$ cat src/sv/scan_code_set2_to_hid_report_defines.svh
// ----------------------------------------------------------------------------
// Scan code to HID report defines
// Assertion macros shared by the scan code to HID report block.
// ----------------------------------------------------------------------------
`ifndef SCAN_CODE_SET2_TO_HID_REPORT_DEFINES_SVH
`define SCAN_CODE_SET2_TO_HID_REPORT_DEFINES_SVH

// The consequent must hold in the same cycle as the antecedent.
`define S2H_ASSERT_SAME(label, clk, rst, ante, cons) \
   label: assert property (@(posedge clk) disable iff (rst) (ante) |-> (cons)) \
      else $error("s2h assertion failed in the same cycle");

// The consequent must hold in the cycle after the antecedent.
`define S2H_ASSERT_NEXT(label, clk, rst, ante, cons) \
   label: assert property (@(posedge clk) disable iff (rst) (ante) |=> (cons)) \
      else $error("s2h assertion failed in the next cycle");

`endif

$ cat src/sv/s2h_pkg.sv
// ----------------------------------------------------------------------------
// Scan code to HID report package
// Prefix states, event codes, scan byte constants and the usage table.
// ----------------------------------------------------------------------------
`default_nettype none

package s2h_pkg;

   localparam int KEY_SLOTS_DEFAULT = 6;
   localparam int SHOWN_SLOTS = 6;

   typedef enum logic [8:0] {
      ST_IDLE      = 9'b000000001,
      ST_F0        = 9'b000000010,
      ST_E0        = 9'b000000100,
      ST_E0F0      = 9'b000001000,
      ST_E1        = 9'b000010000,
      ST_E1_14     = 9'b000100000,
      ST_E1F0      = 9'b001000000,
      ST_E1F0_14   = 9'b010000000,
      ST_E1F0_14F0 = 9'b100000000
   } prefix_state_type;

   typedef enum logic [1:0] {
      EV_NONE  = 2'd0,
      EV_MAKE  = 2'd1,
      EV_BREAK = 2'd2
   } key_event_type;

   localparam logic [7:0] CODE_E0          = 8'hE0;
   localparam logic [7:0] CODE_F0          = 8'hF0;
   localparam logic [7:0] CODE_E1          = 8'hE1;
   localparam logic [7:0] CODE_PAUSE_14    = 8'h14;
   localparam logic [7:0] CODE_PAUSE_77    = 8'h77;
   localparam logic [7:0] CODE_FAKE_LSHIFT = 8'h12;
   localparam logic [7:0] CODE_FAKE_RSHIFT = 8'h59;
   localparam logic [7:0] CODE_KEY_83      = 8'h83;
   localparam logic [7:0] CODE_KEY_84      = 8'h84;
   localparam logic [7:0] CODE_BAT_OK      = 8'hAA;
   localparam logic [7:0] CODE_BAT_FAIL    = 8'hFC;
   localparam logic [7:0] CODE_ID_F1       = 8'hF1;
   localparam logic [7:0] CODE_ID_F2       = 8'hF2;
   localparam logic [7:0] CODE_PLAIN_LIMIT = 8'h80;
   localparam logic [7:0] ADDR_PAUSE       = 8'hF7;

   localparam logic [3:0] PAGE_KEYBOARD     = 4'h0;
   localparam logic [3:0] PAGE_KEYBOARD_ALT = 4'h7;
   localparam logic [4:0] MODIFIER_USAGE_HI = 5'b11100;

   localparam logic [15:0] USAGE_ROM [256] = '{
      16'h0000, 16'h0042, 16'h0000, 16'h003E, 16'h003C, 16'h003A, 16'h003B, 16'h0045,
      16'h0068, 16'h0043, 16'h0041, 16'h003F, 16'h003D, 16'h002B, 16'h0035, 16'h0067,
      16'h0069, 16'h00E2, 16'h00E1, 16'h0088, 16'h00E0, 16'h0014, 16'h001E, 16'h0000,
      16'h006A, 16'h0000, 16'h001D, 16'h0016, 16'h0004, 16'h001A, 16'h001F, 16'h0000,
      16'h006B, 16'h0006, 16'h001B, 16'h0007, 16'h0008, 16'h0021, 16'h0020, 16'h008C,
      16'h006C, 16'h002C, 16'h0019, 16'h0009, 16'h0017, 16'h0015, 16'h0022, 16'h0000,
      16'h006D, 16'h0011, 16'h0005, 16'h000B, 16'h000A, 16'h001C, 16'h0023, 16'h0000,
      16'h006E, 16'h0000, 16'h0010, 16'h000D, 16'h0018, 16'h0024, 16'h0025, 16'h0000,
      16'h006F, 16'h0036, 16'h000E, 16'h000C, 16'h0012, 16'h0027, 16'h0026, 16'h0000,
      16'h0070, 16'h0037, 16'h0038, 16'h000F, 16'h0033, 16'h0013, 16'h002D, 16'h0000,
      16'h0071, 16'h0087, 16'h0034, 16'h0000, 16'h002F, 16'h002E, 16'h0000, 16'h0072,
      16'h0039, 16'h00E5, 16'h0028, 16'h0030, 16'h0000, 16'h0031, 16'h0000, 16'h0073,
      16'h0000, 16'h0064, 16'h0093, 16'h0092, 16'h008A, 16'h0000, 16'h002A, 16'h008B,
      16'h0000, 16'h0059, 16'h0089, 16'h005C, 16'h005F, 16'h0085, 16'h0000, 16'h0000,
      16'h0062, 16'h0063, 16'h005A, 16'h005D, 16'h005E, 16'h0060, 16'h0029, 16'h0053,
      16'h0044, 16'h0057, 16'h005B, 16'h0056, 16'h0055, 16'h0061, 16'h0047, 16'h0046,
      16'h0000, 16'h0000, 16'h0000, 16'h0040, 16'h0046, 16'h0000, 16'h0000, 16'h0000,
      16'h0000, 16'h0000, 16'h0000, 16'h0000, 16'h0000, 16'h0000, 16'h0000, 16'h0000,
      16'hC221, 16'h00E6, 16'h0000, 16'h0000, 16'h00E4, 16'hC0B6, 16'h0000, 16'h0000,
      16'hC22A, 16'h0000, 16'h0000, 16'h0000, 16'h0000, 16'h0000, 16'h0000, 16'h00E3,
      16'hC227, 16'hC0EA, 16'h0000, 16'hC0E2, 16'h0000, 16'h0000, 16'h0000, 16'h00E7,
      16'hC226, 16'h0000, 16'h0000, 16'hC192, 16'h0000, 16'h0000, 16'h0000, 16'h0065,
      16'hC225, 16'h0000, 16'hC0E9, 16'h0000, 16'hC0CD, 16'h0000, 16'h0000, 16'h1081,
      16'hC224, 16'h0000, 16'hC223, 16'hC0B7, 16'h0000, 16'h0000, 16'h0000, 16'h1082,
      16'hC194, 16'h0000, 16'h0000, 16'h0000, 16'h0000, 16'h0000, 16'h0000, 16'h0000,
      16'hC18A, 16'h0000, 16'h0054, 16'h0000, 16'h0000, 16'hC0B5, 16'h0000, 16'h0000,
      16'hC183, 16'h0000, 16'h0000, 16'h0000, 16'h0000, 16'h0000, 16'h0000, 16'h0000,
      16'h0000, 16'h0000, 16'h0058, 16'h0000, 16'h0000, 16'h0000, 16'h1083, 16'h0000,
      16'h0000, 16'h0000, 16'h0000, 16'h0000, 16'h0000, 16'h0000, 16'h0000, 16'h0000,
      16'h0000, 16'h004D, 16'h0000, 16'h0050, 16'h004A, 16'h0000, 16'h0000, 16'h0000,
      16'h0049, 16'h004C, 16'h0051, 16'h0000, 16'h004F, 16'h0052, 16'h0000, 16'h0048,
      16'h0000, 16'h0000, 16'h004E, 16'h0000, 16'h0046, 16'h004B, 16'h0048, 16'h0000
   };

   function automatic logic [15:0] usage_lookup(input logic [7:0] addr);
      return USAGE_ROM[addr];
   endfunction

endpackage

`default_nettype wire

$ cat src/sv/s2h_req_if.sv
// ----------------------------------------------------------------------------
// Scan byte channel
// Valid/ready channel that carries one Code Set 2 scan byte per transfer.
// ----------------------------------------------------------------------------
`default_nettype none

interface s2h_req_if;
   logic       valid;
   logic       ready;
   logic [7:0] scan_byte;

   modport source (output valid, output scan_byte, input ready);
   modport sink (input valid, input scan_byte, output ready);
endinterface

`default_nettype wire

$ cat src/sv/s2h_rsp_if.sv
// ----------------------------------------------------------------------------
// Keyboard report channel
// Valid/ready channel that carries the event, error and report after a byte.
// ----------------------------------------------------------------------------
`default_nettype none

interface s2h_rsp_if;
   logic       valid;
   logic       ready;
   logic       error_flag;
   logic [1:0] key_event;
   logic [7:0] modifier_byte;
   logic [7:0] key_slot_0;
   logic [7:0] key_slot_1;
   logic [7:0] key_slot_2;
   logic [7:0] key_slot_3;
   logic [7:0] key_slot_4;
   logic [7:0] key_slot_5;

   modport source (
      output valid, output error_flag, output key_event, output modifier_byte,
      output key_slot_0, output key_slot_1, output key_slot_2,
      output key_slot_3, output key_slot_4, output key_slot_5,
      input ready
   );
   modport sink (
      input valid, input error_flag, input key_event, input modifier_byte,
      input key_slot_0, input key_slot_1, input key_slot_2,
      input key_slot_3, input key_slot_4, input key_slot_5,
      output ready
   );
endinterface

`default_nettype wire

$ cat src/sv/scan_code_set2_to_hid_report.sv
// ----------------------------------------------------------------------------
// Scan code set 2 to HID keyboard report
// Decodes Code Set 2 prefixes into make and break events and keeps the
// HID modifier byte and key slots up to date.
// ----------------------------------------------------------------------------
//  Channel    Direction  Contents
//  req_chan   in         scan_byte
//  rsp_chan   out        error_flag, key_event, modifier_byte, key_slot_0..5
//
// Each scan byte passes the input register and then the result register on its
// way to its report, with a new byte every cycle while the report is not stalled.
// The usage table read and the slot compares sit between those two registers.
// Reset clears the prefix state, the modifier byte and all key slots.
// A stalled report holds the pipeline; one byte still waits in the input stage.
// ----------------------------------------------------------------------------
`default_nettype none

`include "scan_code_set2_to_hid_report_defines.svh"

module scan_code_set2_to_hid_report #(
   parameter int KEY_SLOTS = s2h_pkg::KEY_SLOTS_DEFAULT
) (
   input  wire logic    clock,
   input  wire logic    reset,
   s2h_req_if.sink      req_chan,
   s2h_rsp_if.source    rsp_chan
);

   logic                      in_valid_ff;
   logic [7:0]                in_byte_ff;
   logic                      rsp_valid_ff;
   logic                      err_ff;
   logic                      err_in;
   s2h_pkg::key_event_type    ev_ff;
   s2h_pkg::key_event_type    ev_in;
   s2h_pkg::prefix_state_type state_ff;
   s2h_pkg::prefix_state_type state_in;
   logic [7:0]                mod_ff;
   logic [7:0]                mod_in;
   logic [7:0]                slot_ff [KEY_SLOTS];
   logic [7:0]                slot_in [KEY_SLOTS];
   logic [7:0]                shown [s2h_pkg::SHOWN_SLOTS];
   logic                      advance;
   logic                      plain;
   logic [7:0]                addr;
   logic [15:0]               entry;
   logic [3:0]                page;
   logic [7:0]                usage;
   logic                      usable;
   logic [7:0]                mod_bit;
   logic [KEY_SLOTS-1:0]      hit;
   logic [KEY_SLOTS-1:0]      free;
   logic                      taken;

   assign advance = in_valid_ff && (!rsp_valid_ff || rsp_chan.ready);
   assign req_chan.ready = !in_valid_ff || advance;

   always_comb begin
      state_in = s2h_pkg::ST_IDLE;
      err_in = 1'b0;
      ev_in = s2h_pkg::EV_NONE;
      addr = in_byte_ff;
      plain = (in_byte_ff < s2h_pkg::CODE_PLAIN_LIMIT)
         || (in_byte_ff inside {s2h_pkg::CODE_KEY_83, s2h_pkg::CODE_KEY_84});
      case (state_ff)
         s2h_pkg::ST_IDLE: begin
            if (in_byte_ff == s2h_pkg::CODE_E0) begin
               state_in = s2h_pkg::ST_E0;
            end else if (in_byte_ff == s2h_pkg::CODE_F0) begin
               state_in = s2h_pkg::ST_F0;
            end else if (in_byte_ff == s2h_pkg::CODE_E1) begin
               state_in = s2h_pkg::ST_E1;
            end else if (plain) begin
               ev_in = s2h_pkg::EV_MAKE;
            end else if (!(in_byte_ff inside {s2h_pkg::CODE_BAT_OK, s2h_pkg::CODE_BAT_FAIL,
                  s2h_pkg::CODE_ID_F1, s2h_pkg::CODE_ID_F2})) begin
               err_in = 1'b1;
            end
         end
         s2h_pkg::ST_E0: begin
            addr = {1'b1, in_byte_ff[6:0]};
            if (in_byte_ff == s2h_pkg::CODE_F0) begin
               state_in = s2h_pkg::ST_E0F0;
            end else if (in_byte_ff inside {s2h_pkg::CODE_FAKE_LSHIFT,
                  s2h_pkg::CODE_FAKE_RSHIFT}) begin
               ev_in = s2h_pkg::EV_NONE;
            end else if (in_byte_ff < s2h_pkg::CODE_PLAIN_LIMIT) begin
               ev_in = s2h_pkg::EV_MAKE;
            end else begin
               err_in = 1'b1;
            end
         end
         s2h_pkg::ST_F0: begin
            if (plain) begin
               ev_in = s2h_pkg::EV_BREAK;
            end else begin
               err_in = 1'b1;
            end
         end
         s2h_pkg::ST_E0F0: begin
            addr = {1'b1, in_byte_ff[6:0]};
            if (in_byte_ff inside {s2h_pkg::CODE_FAKE_LSHIFT, s2h_pkg::CODE_FAKE_RSHIFT}) begin
               ev_in = s2h_pkg::EV_NONE;
            end else if (in_byte_ff < s2h_pkg::CODE_PLAIN_LIMIT) begin
               ev_in = s2h_pkg::EV_BREAK;
            end else begin
               err_in = 1'b1;
            end
         end
         s2h_pkg::ST_E1: begin
            if (in_byte_ff == s2h_pkg::CODE_PAUSE_14) begin
               state_in = s2h_pkg::ST_E1_14;
            end else if (in_byte_ff == s2h_pkg::CODE_F0) begin
               state_in = s2h_pkg::ST_E1F0;
            end
         end
         s2h_pkg::ST_E1_14: begin
            addr = s2h_pkg::ADDR_PAUSE;
            if (in_byte_ff == s2h_pkg::CODE_PAUSE_77) begin
               ev_in = s2h_pkg::EV_MAKE;
            end
         end
         s2h_pkg::ST_E1F0: begin
            if (in_byte_ff == s2h_pkg::CODE_PAUSE_14) begin
               state_in = s2h_pkg::ST_E1F0_14;
            end
         end
         s2h_pkg::ST_E1F0_14: begin
            if (in_byte_ff == s2h_pkg::CODE_F0) begin
               state_in = s2h_pkg::ST_E1F0_14F0;
            end
         end
         s2h_pkg::ST_E1F0_14F0: begin
            addr = s2h_pkg::ADDR_PAUSE;
            if (in_byte_ff == s2h_pkg::CODE_PAUSE_77) begin
               ev_in = s2h_pkg::EV_BREAK;
            end
         end
         default: begin
            state_in = s2h_pkg::ST_IDLE;
         end
      endcase
   end

   always_comb begin
      entry = s2h_pkg::usage_lookup(addr);
      page = entry[15:12];
      usage = entry[7:0];
      usable = (ev_in != s2h_pkg::EV_NONE) && (usage != 8'd0)
         && ((page == s2h_pkg::PAGE_KEYBOARD) || (page == s2h_pkg::PAGE_KEYBOARD_ALT));
      mod_bit = 8'd1 << usage[2:0];
      mod_in = mod_ff;
      slot_in = slot_ff;
      taken = 1'b0;
      for (int i = 0; i < KEY_SLOTS; i++) begin
         hit[i] = slot_ff[i] == usage;
         free[i] = slot_ff[i] == 8'd0;
      end
      if (usable && (usage[7:3] == s2h_pkg::MODIFIER_USAGE_HI)) begin
         if (ev_in == s2h_pkg::EV_MAKE) begin
            mod_in = mod_ff | mod_bit;
         end else begin
            mod_in = mod_ff & ~mod_bit;
         end
      end else if (usable) begin
         for (int i = 0; i < KEY_SLOTS; i++) begin
            if ((ev_in == s2h_pkg::EV_MAKE) && !(|hit) && free[i] && !taken) begin
               slot_in[i] = usage;
               taken = 1'b1;
            end
            if ((ev_in == s2h_pkg::EV_BREAK) && hit[i] && !taken) begin
               slot_in[i] = 8'd0;
               taken = 1'b1;
            end
         end
      end
   end

   always_ff @(posedge clock) begin
      if (reset) begin
         in_valid_ff <= 1'b0;
      end else if (req_chan.ready) begin
         in_valid_ff <= req_chan.valid;
      end
      if (req_chan.ready) begin
         in_byte_ff <= req_chan.scan_byte;
      end
   end

   always_ff @(posedge clock) begin
      if (reset) begin
         rsp_valid_ff <= 1'b0;
         state_ff <= s2h_pkg::ST_IDLE;
         mod_ff <= 8'd0;
         for (int i = 0; i < KEY_SLOTS; i++) begin
            slot_ff[i] <= 8'd0;
         end
      end else if (advance) begin
         rsp_valid_ff <= 1'b1;
         state_ff <= state_in;
         mod_ff <= mod_in;
         slot_ff <= slot_in;
      end else if (rsp_chan.ready) begin
         rsp_valid_ff <= 1'b0;
      end
      if (advance) begin
         err_ff <= err_in;
         ev_ff <= ev_in;
      end
   end

   for (genvar j = 0; j < s2h_pkg::SHOWN_SLOTS; j++) begin : g_shown
      if (j < KEY_SLOTS) begin : g_kept
         assign shown[j] = slot_ff[j];
      end else begin : g_absent
         assign shown[j] = 8'd0;
      end
   end

   assign rsp_chan.valid = rsp_valid_ff;
   assign rsp_chan.error_flag = err_ff;
   assign rsp_chan.key_event = ev_ff;
   assign rsp_chan.modifier_byte = mod_ff;
   assign rsp_chan.key_slot_0 = shown[0];
   assign rsp_chan.key_slot_1 = shown[1];
   assign rsp_chan.key_slot_2 = shown[2];
   assign rsp_chan.key_slot_3 = shown[3];
   assign rsp_chan.key_slot_4 = shown[4];
   assign rsp_chan.key_slot_5 = shown[5];

   `S2H_ASSERT_SAME(a_error_has_no_event, clock, reset,
      rsp_valid_ff && err_ff, ev_ff == s2h_pkg::EV_NONE)
   `S2H_ASSERT_NEXT(a_report_holds_when_idle, clock, reset,
      !advance, $stable(mod_ff) && $stable(state_ff))
   `S2H_ASSERT_NEXT(a_input_byte_holds_on_stall, clock, reset,
      in_valid_ff && !advance, in_valid_ff && $stable(in_byte_ff))

endmodule

`default_nettype wire
$ cat src/flat_wrapper.sv
// flat-port wrapper written by rule: the top's interface ports become plain ports
module scan_code_set2_to_hid_report_flat 
#(
   parameter int KEY_SLOTS = s2h_pkg::KEY_SLOTS_DEFAULT
)
  (clock, reset, req_chan_valid, req_chan_scan_byte, req_chan_ready, rsp_chan_valid, rsp_chan_error_flag, rsp_chan_key_event, rsp_chan_modifier_byte, rsp_chan_key_slot_0, rsp_chan_key_slot_1, rsp_chan_key_slot_2, rsp_chan_key_slot_3, rsp_chan_key_slot_4, rsp_chan_key_slot_5, rsp_chan_ready);
  s2h_req_if req_chan_i ();
  s2h_rsp_if rsp_chan_i ();
  input  wire logic clock;
  input  wire logic reset;
  input wire logic [$bits(req_chan_i.valid)-1:0] req_chan_valid;
  input wire logic [$bits(req_chan_i.scan_byte)-1:0] req_chan_scan_byte;
  output wire logic [$bits(req_chan_i.ready)-1:0] req_chan_ready;
  output wire logic [$bits(rsp_chan_i.valid)-1:0] rsp_chan_valid;
  output wire logic [$bits(rsp_chan_i.error_flag)-1:0] rsp_chan_error_flag;
  output wire logic [$bits(rsp_chan_i.key_event)-1:0] rsp_chan_key_event;
  output wire logic [$bits(rsp_chan_i.modifier_byte)-1:0] rsp_chan_modifier_byte;
  output wire logic [$bits(rsp_chan_i.key_slot_0)-1:0] rsp_chan_key_slot_0;
  output wire logic [$bits(rsp_chan_i.key_slot_1)-1:0] rsp_chan_key_slot_1;
  output wire logic [$bits(rsp_chan_i.key_slot_2)-1:0] rsp_chan_key_slot_2;
  output wire logic [$bits(rsp_chan_i.key_slot_3)-1:0] rsp_chan_key_slot_3;
  output wire logic [$bits(rsp_chan_i.key_slot_4)-1:0] rsp_chan_key_slot_4;
  output wire logic [$bits(rsp_chan_i.key_slot_5)-1:0] rsp_chan_key_slot_5;
  input wire logic [$bits(rsp_chan_i.ready)-1:0] rsp_chan_ready;
  assign req_chan_i.valid = req_chan_valid;
  assign req_chan_i.scan_byte = req_chan_scan_byte;
  assign req_chan_ready = req_chan_i.ready;
  assign rsp_chan_valid = rsp_chan_i.valid;
  assign rsp_chan_error_flag = rsp_chan_i.error_flag;
  assign rsp_chan_key_event = rsp_chan_i.key_event;
  assign rsp_chan_modifier_byte = rsp_chan_i.modifier_byte;
  assign rsp_chan_key_slot_0 = rsp_chan_i.key_slot_0;
  assign rsp_chan_key_slot_1 = rsp_chan_i.key_slot_1;
  assign rsp_chan_key_slot_2 = rsp_chan_i.key_slot_2;
  assign rsp_chan_key_slot_3 = rsp_chan_i.key_slot_3;
  assign rsp_chan_key_slot_4 = rsp_chan_i.key_slot_4;
  assign rsp_chan_key_slot_5 = rsp_chan_i.key_slot_5;
  assign rsp_chan_i.ready = rsp_chan_ready;
  scan_code_set2_to_hid_report #(.KEY_SLOTS(KEY_SLOTS)) u_core (.clock(clock), .reset(reset), .req_chan(req_chan_i), .rsp_chan(rsp_chan_i));
endmodule
$ cat config.mk
export PLATFORM = sky130hd
export DESIGN_NAME = scan_code_set2_to_hid_report_flat
export DESIGN_NICKNAME = d
export VERILOG_FILES = /design/src/sv/s2h_pkg.sv /design/src/sv/s2h_req_if.sv /design/src/sv/s2h_rsp_if.sv /design/src/sv/scan_code_set2_to_hid_report.sv /design/src/flat_wrapper.sv
export VERILOG_INCLUDE_DIRS = /design/src /design/src/sv
export SDC_FILE = /design/constraint.sdc
export NUM_CORES = 1
export LEC_CHECK = 0
export ABC_AREA = 1
export ABC_CLOCK_PERIOD_IN_PS = 4900
export BUFFER_PORTS_ARGS = -buffer_cell sky130_fd_sc_hd__buf_2
export CORE_ASPECT_RATIO = 1.5
export CORE_MARGIN = 3
export CORE_UTILIZATION = 35
export DETAILED_ROUTE_END_ITERATION = 12
export MAX_ROUTING_LAYER = met4
export PLACE_DENSITY = 0.6
export SYNTH_ARGS = -nofsm -noshare
export SYNTH_HDL_FRONTEND = slang
export SYNTH_SLANG_ARGS = --single-unit
$ cat constraint.sdc
create_clock -name clock -period 4.9 [get_ports clock]
set_input_delay 0.245 -clock clock [delete_from_list [all_inputs] [get_ports clock]]
set_output_delay 0.245 -clock clock [all_outputs]
set_load 0.02 [all_outputs]
# Word level (Yosys, flattened, before mapping)
# Memory sizes are Yosys's and may differ from the RTL's.
# Index checks and enable logic that the tools add are counted.
# op_classes
n_lt_le_gt_ge	2
shift	1
n_bitwise	5
eq_ne	32
n_reduce_logical	75
muxes	83
# op_table
cell	count
$mux 8	14
$eq 8x8->1 const B	9
$eq 8x8->1	6
$logic_not 8->1	6
$mux 1	47
$pmux 9 s5	1
$mux 9	4
$mux 16	2
$logic_and 1x1->1	28
$reduce_and 4->1	6
$reduce_bool 2->1	10
$mux 2	9
$eq 8x5->1 const B	2
$eq 8x7->1 const B	2
$pmux 8 s2	1
$logic_not 1->1	14
$pmux 2 s6	1
$eq 9x1->1 const B	1
$eq 9x2->1 const B	1
$eq 9x3->1 const B	1
$eq 9x4->1 const B	1
$eq 9x5->1 const B	1
$eq 9x6->1 const B	1
$eq 9x7->1 const B	1
25 further kinds	29
# totals
mem_count	1
reg_bits	78
rom_bits	4096
word_cells	212
in_bits	12
# memory_table
memory	words	width	rd	rd_clocked_by_memory_dff	write_ports	line	source
(name not given)	256	16	1	0	0	s2h_pkg.sv:86	return USAGE_ROM[addr];

# Longest topological paths before layout
# depth
ltp_word	69
mapped_depth	35
depth_no_buf	35

# Worst setup path before layout
# No wires, ideal clock.
# synth_path
path_type	flip-flop to flip-flop
from	register u_core.state_ff[8]
to	register u_core.slot_ff (netlist bit u_core.rsp_chan.key_slot_4[2])
setup_time_ns	0.132
t_required_ns	4.768
setup_slack_ns	0.932
path_stages_with_launch	31
arrival_ns	3.836
n_path_buf	2
path_cell_list	dfxtp_1 -> buf_4 -> nor2_1 -> nand3_1 -> nor2_4 -> nor2_8 -> nand2_1 -> inv_1 -> ha_1 -> ha_1 -> inv_1 -> nand2_1 -> nand2_1 -> nand2_1 -> nand2_1 -> nand2_1 -> nand2_1 -> nand2_1 -> nand2_1 -> nand2_2 -> buf_6 -> xnor2_1 -> nand3_1 -> nor2_2 -> nor2_4 -> nand3_1 -> nand2_2 -> nor2_8 -> nand3_2 -> nand2_1 -> a21oi_1
# synth_between
elab_chain_cells	59
# synth_lines
element	line	source
start: declaration	scan_code_set2_to_hid_report.sv:36	s2h_pkg::prefix_state_type state_ff;
start signal: assignment	scan_code_set2_to_hid_report.sv:193	state_ff <= s2h_pkg::ST_IDLE;
start signal: assignment	scan_code_set2_to_hid_report.sv:200	state_ff <= state_in;
$eq 9x6->1, or another cell as far along	scan_code_set2_to_hid_report.sv:65	case (state_ff)
$reduce_or 2->1 (no line)	--	
$pmux 8 s2	scan_code_set2_to_hid_report.sv:65	
$not 8->9 (implied by the code)	s2h_pkg.sv:86	
$mem_v2 256x16	--	
$mux 16 (implied by the code) (2 in a row)	s2h_pkg.sv:86	
$eq 8x8->1	scan_code_set2_to_hid_report.sv:156	hit[i] = slot_ff[i] == usage;
$reduce_or 6->1	scan_code_set2_to_hid_report.sv:167	if ((ev_in == s2h_pkg::EV_MAKE) && !(|hit) && free[i] && !taken) begin
(+42 left out)	--	
$logic_and 1x1->1	scan_code_set2_to_hid_report.sv:167	
$mux 1	scan_code_set2_to_hid_report.sv:167	
$mux 1	scan_code_set2_to_hid_report.sv:165	end else if (usable) begin
$mux 1	scan_code_set2_to_hid_report.sv:159	if (usable && (usage[7:3] == s2h_pkg::MODIFIER_USAGE_HI)) begin
$logic_not 1->1	scan_code_set2_to_hid_report.sv:171	if ((ev_in == s2h_pkg::EV_BREAK) && hit[i] && !taken) begin
$logic_and 1x1->1	scan_code_set2_to_hid_report.sv:171	
$reduce_bool 2->1 (no line)	--	
$reduce_and 4->1 (no line)	--	
end signal: assignment	scan_code_set2_to_hid_report.sv:202	slot_ff <= slot_in;
end: declaration	scan_code_set2_to_hid_report.sv:40	logic [7:0] slot_ff [KEY_SLOTS];
# Parallel ways exist; a longest one is shown, timed or not. The select of a mux whose other input is x is not followed.
# A chain may end at the register's enable or synchronous reset.

# Worst setup path after layout
# layout_path
from	register u_core.state_ff[2]
to	register u_core.slot_ff (netlist bit u_core.rsp_chan.key_slot_5[4])
# layout_between
elab_chain_cells	69
# layout_lines
element	line
$eq 9x6->1, or another cell as far along	scan_code_set2_to_hid_report.sv:65
$reduce_or 2->1 (no line)	--
$pmux 8 s2	scan_code_set2_to_hid_report.sv:65
$not 8->9 (implied by the code)	s2h_pkg.sv:86
$mem_v2 256x16	--
$mux 16 (implied by the code) (2 in a row)	s2h_pkg.sv:86
$eq 8x8->1	scan_code_set2_to_hid_report.sv:156
$reduce_or 6->1	scan_code_set2_to_hid_report.sv:167
(+52 left out)	--
$logic_and 1x1->1	scan_code_set2_to_hid_report.sv:167
$mux 1	scan_code_set2_to_hid_report.sv:167
$mux 1	scan_code_set2_to_hid_report.sv:165
$mux 1	scan_code_set2_to_hid_report.sv:159
$logic_not 1->1	scan_code_set2_to_hid_report.sv:171
$logic_and 1x1->1	scan_code_set2_to_hid_report.sv:171
$reduce_bool 2->1 (no line)	--
$reduce_and 4->1 (no line)	--
# Parallel ways exist; a longest one is shown, timed or not. The select of a mux whose other input is x is not followed.

==> flow_metrics.tcl <==
set metrics [dict create \
    required_ns 5.14 \
    syn_area_um2 7537 \
    r2r_end "u_core.rsp_chan.key_slot_5[4]" \
    first_global_vias 8779 \
    drt-met1-wl_mm 12.52 \
    crit_type "reg -> reg" \
    fp.dieH_um 185.7 \
    status "complete, no violations" \
    ys_ff_latch 78 \
    cp_slowest_stage_delay_ns 0.43 \
    grt_pass1_wl_mm 50.00 \
    pin_count 73 \
    holdWs_ns 0.06275 \
    final_antenna_net_count 0 \
    rsz0062_at_grt "false" \
    synthCells 1268 \
    mostFrequentLayoutCell "nand2_1" \
    drt-pass1-iter-count 6 \
    hold_viol_final 0 \
    critPathLaunchType "flop" \
    critPathCaptureType "flop" \
    reg2reg_depth 33 \
    r2r_slack_ns 0.35 \
    ys_dominant_reg_cell "dfxtp_1" \
    cts_tree "done" \
    die_w_um 125.8 \
    fin_skew_ns 0.008906 \
    relSlewSlack 0.3500 \
    nets 1389 \
    slowest_stage "dfxtp_1" \
    layout_common_cells "nand2_1, nand3_1, inv_1" \
    routed-via-count 9212 \
    vdd_drop_max_uv 228.0 \
    fmax_ghz 0.2197 \
    fin_tns_setup_ns 0 \
    insertion_delay_ns 0.35 \
    reg2reg_from "u_core.state_ff[2]" \
    drv_cap 0 \
    viasPerCell 5.631 \
    syn-num-nets 1294 \
    wl_met3_mm 1.904 \
    route.detailed.drc 0 \
    cellLeakagePower_nw 4.183 \
    finalSetupViolCount 0 \
    die_area_um2 23370 \
    core_um2 21150 \
    arrival_ns 4.80 \
    gp_congestion 1.077 \
    synth_cell_types 52 \
    grt_max_degree 56 \
    numCtsBuffers 9 \
    drv_slew 0 \
    worst_pin_slew_ns 0.9739 \
    cts_setup_buffers 0 \
    synth_edf_count 11 \
    clkTransAtPathRegs_ns 0.07 \
    hold_class "in -> reg" \
    hold_depth 1 \
    clock_path_buffers 2 \
    num_rows 65 \
    port-buffer-count 72 \
    power_density_nw_per_um2 246.3 \
    finalWirelength_mm 33.14 \
    clock_sinks 78 \
    syn_area_per_cell_um2 5.944 \
    grt_usage 0.2839 \
    overflow 0 \
    layout_min_cycle_time_ns 4.551 \
    h-tree-depth 3 \
    initialDrtViolationCount 1072 \
    min_from "req_chan_scan_byte[0]" \
    antenna_found_initial 0 \
    synthArstFlopShare 0 \
    hpwl_mm 24.93 \
    antenna_cells 0 \
    initial_utilization 0.3564 \
    clockRootBuffer "clkbuf_16" \
    ys_warn_count 0 \
    finalCritPeriodShare 0.9288 \
    area_growth_pct 15.70 \
    seq_area_frac_synth 0.2218 \
    wl_met2_mm 15.70 \
    top_layer "met4" \
    min_to "u_core.in_byte_ff[0]" \
    wire_per_inst_um 20.26 \
    critical_path_peak_fanout 10 \
    path_common_cell "nand2_1" \
    drive_gt1_frac 0.1732 \
]
## kinds of logic (layout without fill, tap and decap cells)
| group | Yosys count | after routing | synth area share |
|---|---|---|---|
| compound gates | 138 | 138 | 0.1024 |
| simple gates | 857 | 858 | 0.5413 |
| fa+ha+maj | 14 | 14 | 0.02324 |
| xor+xnor | 3 | 3 | 0.003487 |
| flops | 78 | 78 | 0.2218 |
| buf+inv | 178 | 277 | 0.1077 |
## cell usage after synthesis, types with 2 or more instances
master | instances | area (um^2)
nand3_4 | 4 | 70.07
clkinv_1 | 3 | 11.26
a21oi_1 | 77 | 385.4
buf_4 | 7 | 52.55
nor2_1 | 101 | 379.1
a211oi_1 | 5 | 37.54
o211ai_1 | 7 | 52.55
clkbuf_1 | 12 | 45.04
nor2_8 | 3 | 60.06
nand3_2 | 16 | 160.2
a22oi_1 | 3 | 22.52
nand3b_1 | 20 | 150.1
xnor2_1 | 2 | 17.52
nand2_2 | 20 | 125.1
edfxtp_1 | 11 | 330.3
and3_1 | 2 | 12.51
nand2_1 | 434 | 1629
o21ai_1 | 10 | 50.05
nand3_1 | 161 | 805.8
a31oi_1 | 5 | 31.28
nand4_1 | 45 | 281.5
buf_2 | 14 | 70.07
o31ai_1 | 2 | 15.01
ha_1 | 14 | 175.2
nor2_2 | 6 | 37.54
inv_2 | 19 | 71.32
buf_6 | 13 | 146.4
dfxtp_1 | 67 | 1341
nor2_4 | 11 | 123.9
nor3_1 | 8 | 40.04
nor4_1 | 16 | 100.1
nand2_4 | 3 | 33.78
inv_1 | 108 | 405.4
o21ai_0 | 21 | 105.1
## layout make-up
class / count / area [um^2]
Timing Repair Buffer: 130 / 808.3
Clock buffer: 11 / 264.0
Tap cell: 268 / 335.3
Multi-Input combinational cell: 1013 / 5082
Clock inverter: 5 / 63.81
Fill cell: 2328 / 12420
Sequential cell: 78 / 1673
Inverter: 131 / 494.2
## where the power goes
part	internal (W)	total [W]	leakage, nW	switching, W
Clock	0.000443	0.000735	0.157	0.000292
Sequential	0.000661	0.000678	0.655	0.0000174
Combinational	0.000216	0.000734	3.37	0.000518
## worst max-delay path by stage
stage	startpoint	to	slack (ns)	cells after the start
after floorplan	u_core.state_ff[8]	u_core.rsp_chan.key_slot_4[2]	0.93	30
after global placement	u_core.state_ff[8]	u_core.rsp_chan.key_slot_5[1]	0.24	33
after detailed placement	u_core.state_ff[8]	u_core.rsp_chan.key_slot_5[6]	0.16	33
after CTS	u_core.state_ff[8]	u_core.rsp_chan.key_slot_5[7]	0.13	33
after global routing	u_core.state_ff[6]	u_core.rsp_chan.key_slot_5[0]	0.01	33
final	u_core.state_ff[2]	u_core.rsp_chan.key_slot_5[4]	0.35	33
## metal layers
metal / global-route usage / up-vias
li1: - / 4399
met1: 0.3091 / 4167
met2: 0.4730 / 483
met3: 0.03330 / 163
met4: 0.2181 / 0
met5: - / -
## through the flow
| step | cell area, um^2 | power [W] | setup slack [ns] | utilization | instances |
|---|---|---|---|---|---|
| after floorplan | 7537 | 0.001164 | 0.9320 | - | 1268 |
| after global placement | 8363 | 0.001406 | 0.2354 | 0.3955 | 1619 |
| after detailed placement | 8363 | 0.001399 | 0.1588 | 0.3955 | 1619 |
| after CTS | 8691 | 0.002141 | 0.1292 | 0.4110 | 1635 |
| after global routing | 8721 | 0.002245 | 0.01041 | 0.4124 | 1636 |
| final | 8721 | 0.002148 | 0.3488 | 0.4124 | 1636 |
## timing repair
item / CTS / global route
setup endpoints to repair: 0 / 42
hold buffers: 0 / 0
resized for setup: 0 / 7
## critical path: cells and delay by family, from the launching register on
kind	cells	cell delay, ns
adders and majority gates	2	0.52
DFF	1	0.43
and+or+nand+nor	26	2.91
buffers and inverters	5	0.57
Note: power is estimated with default switching activity, not from simulation.
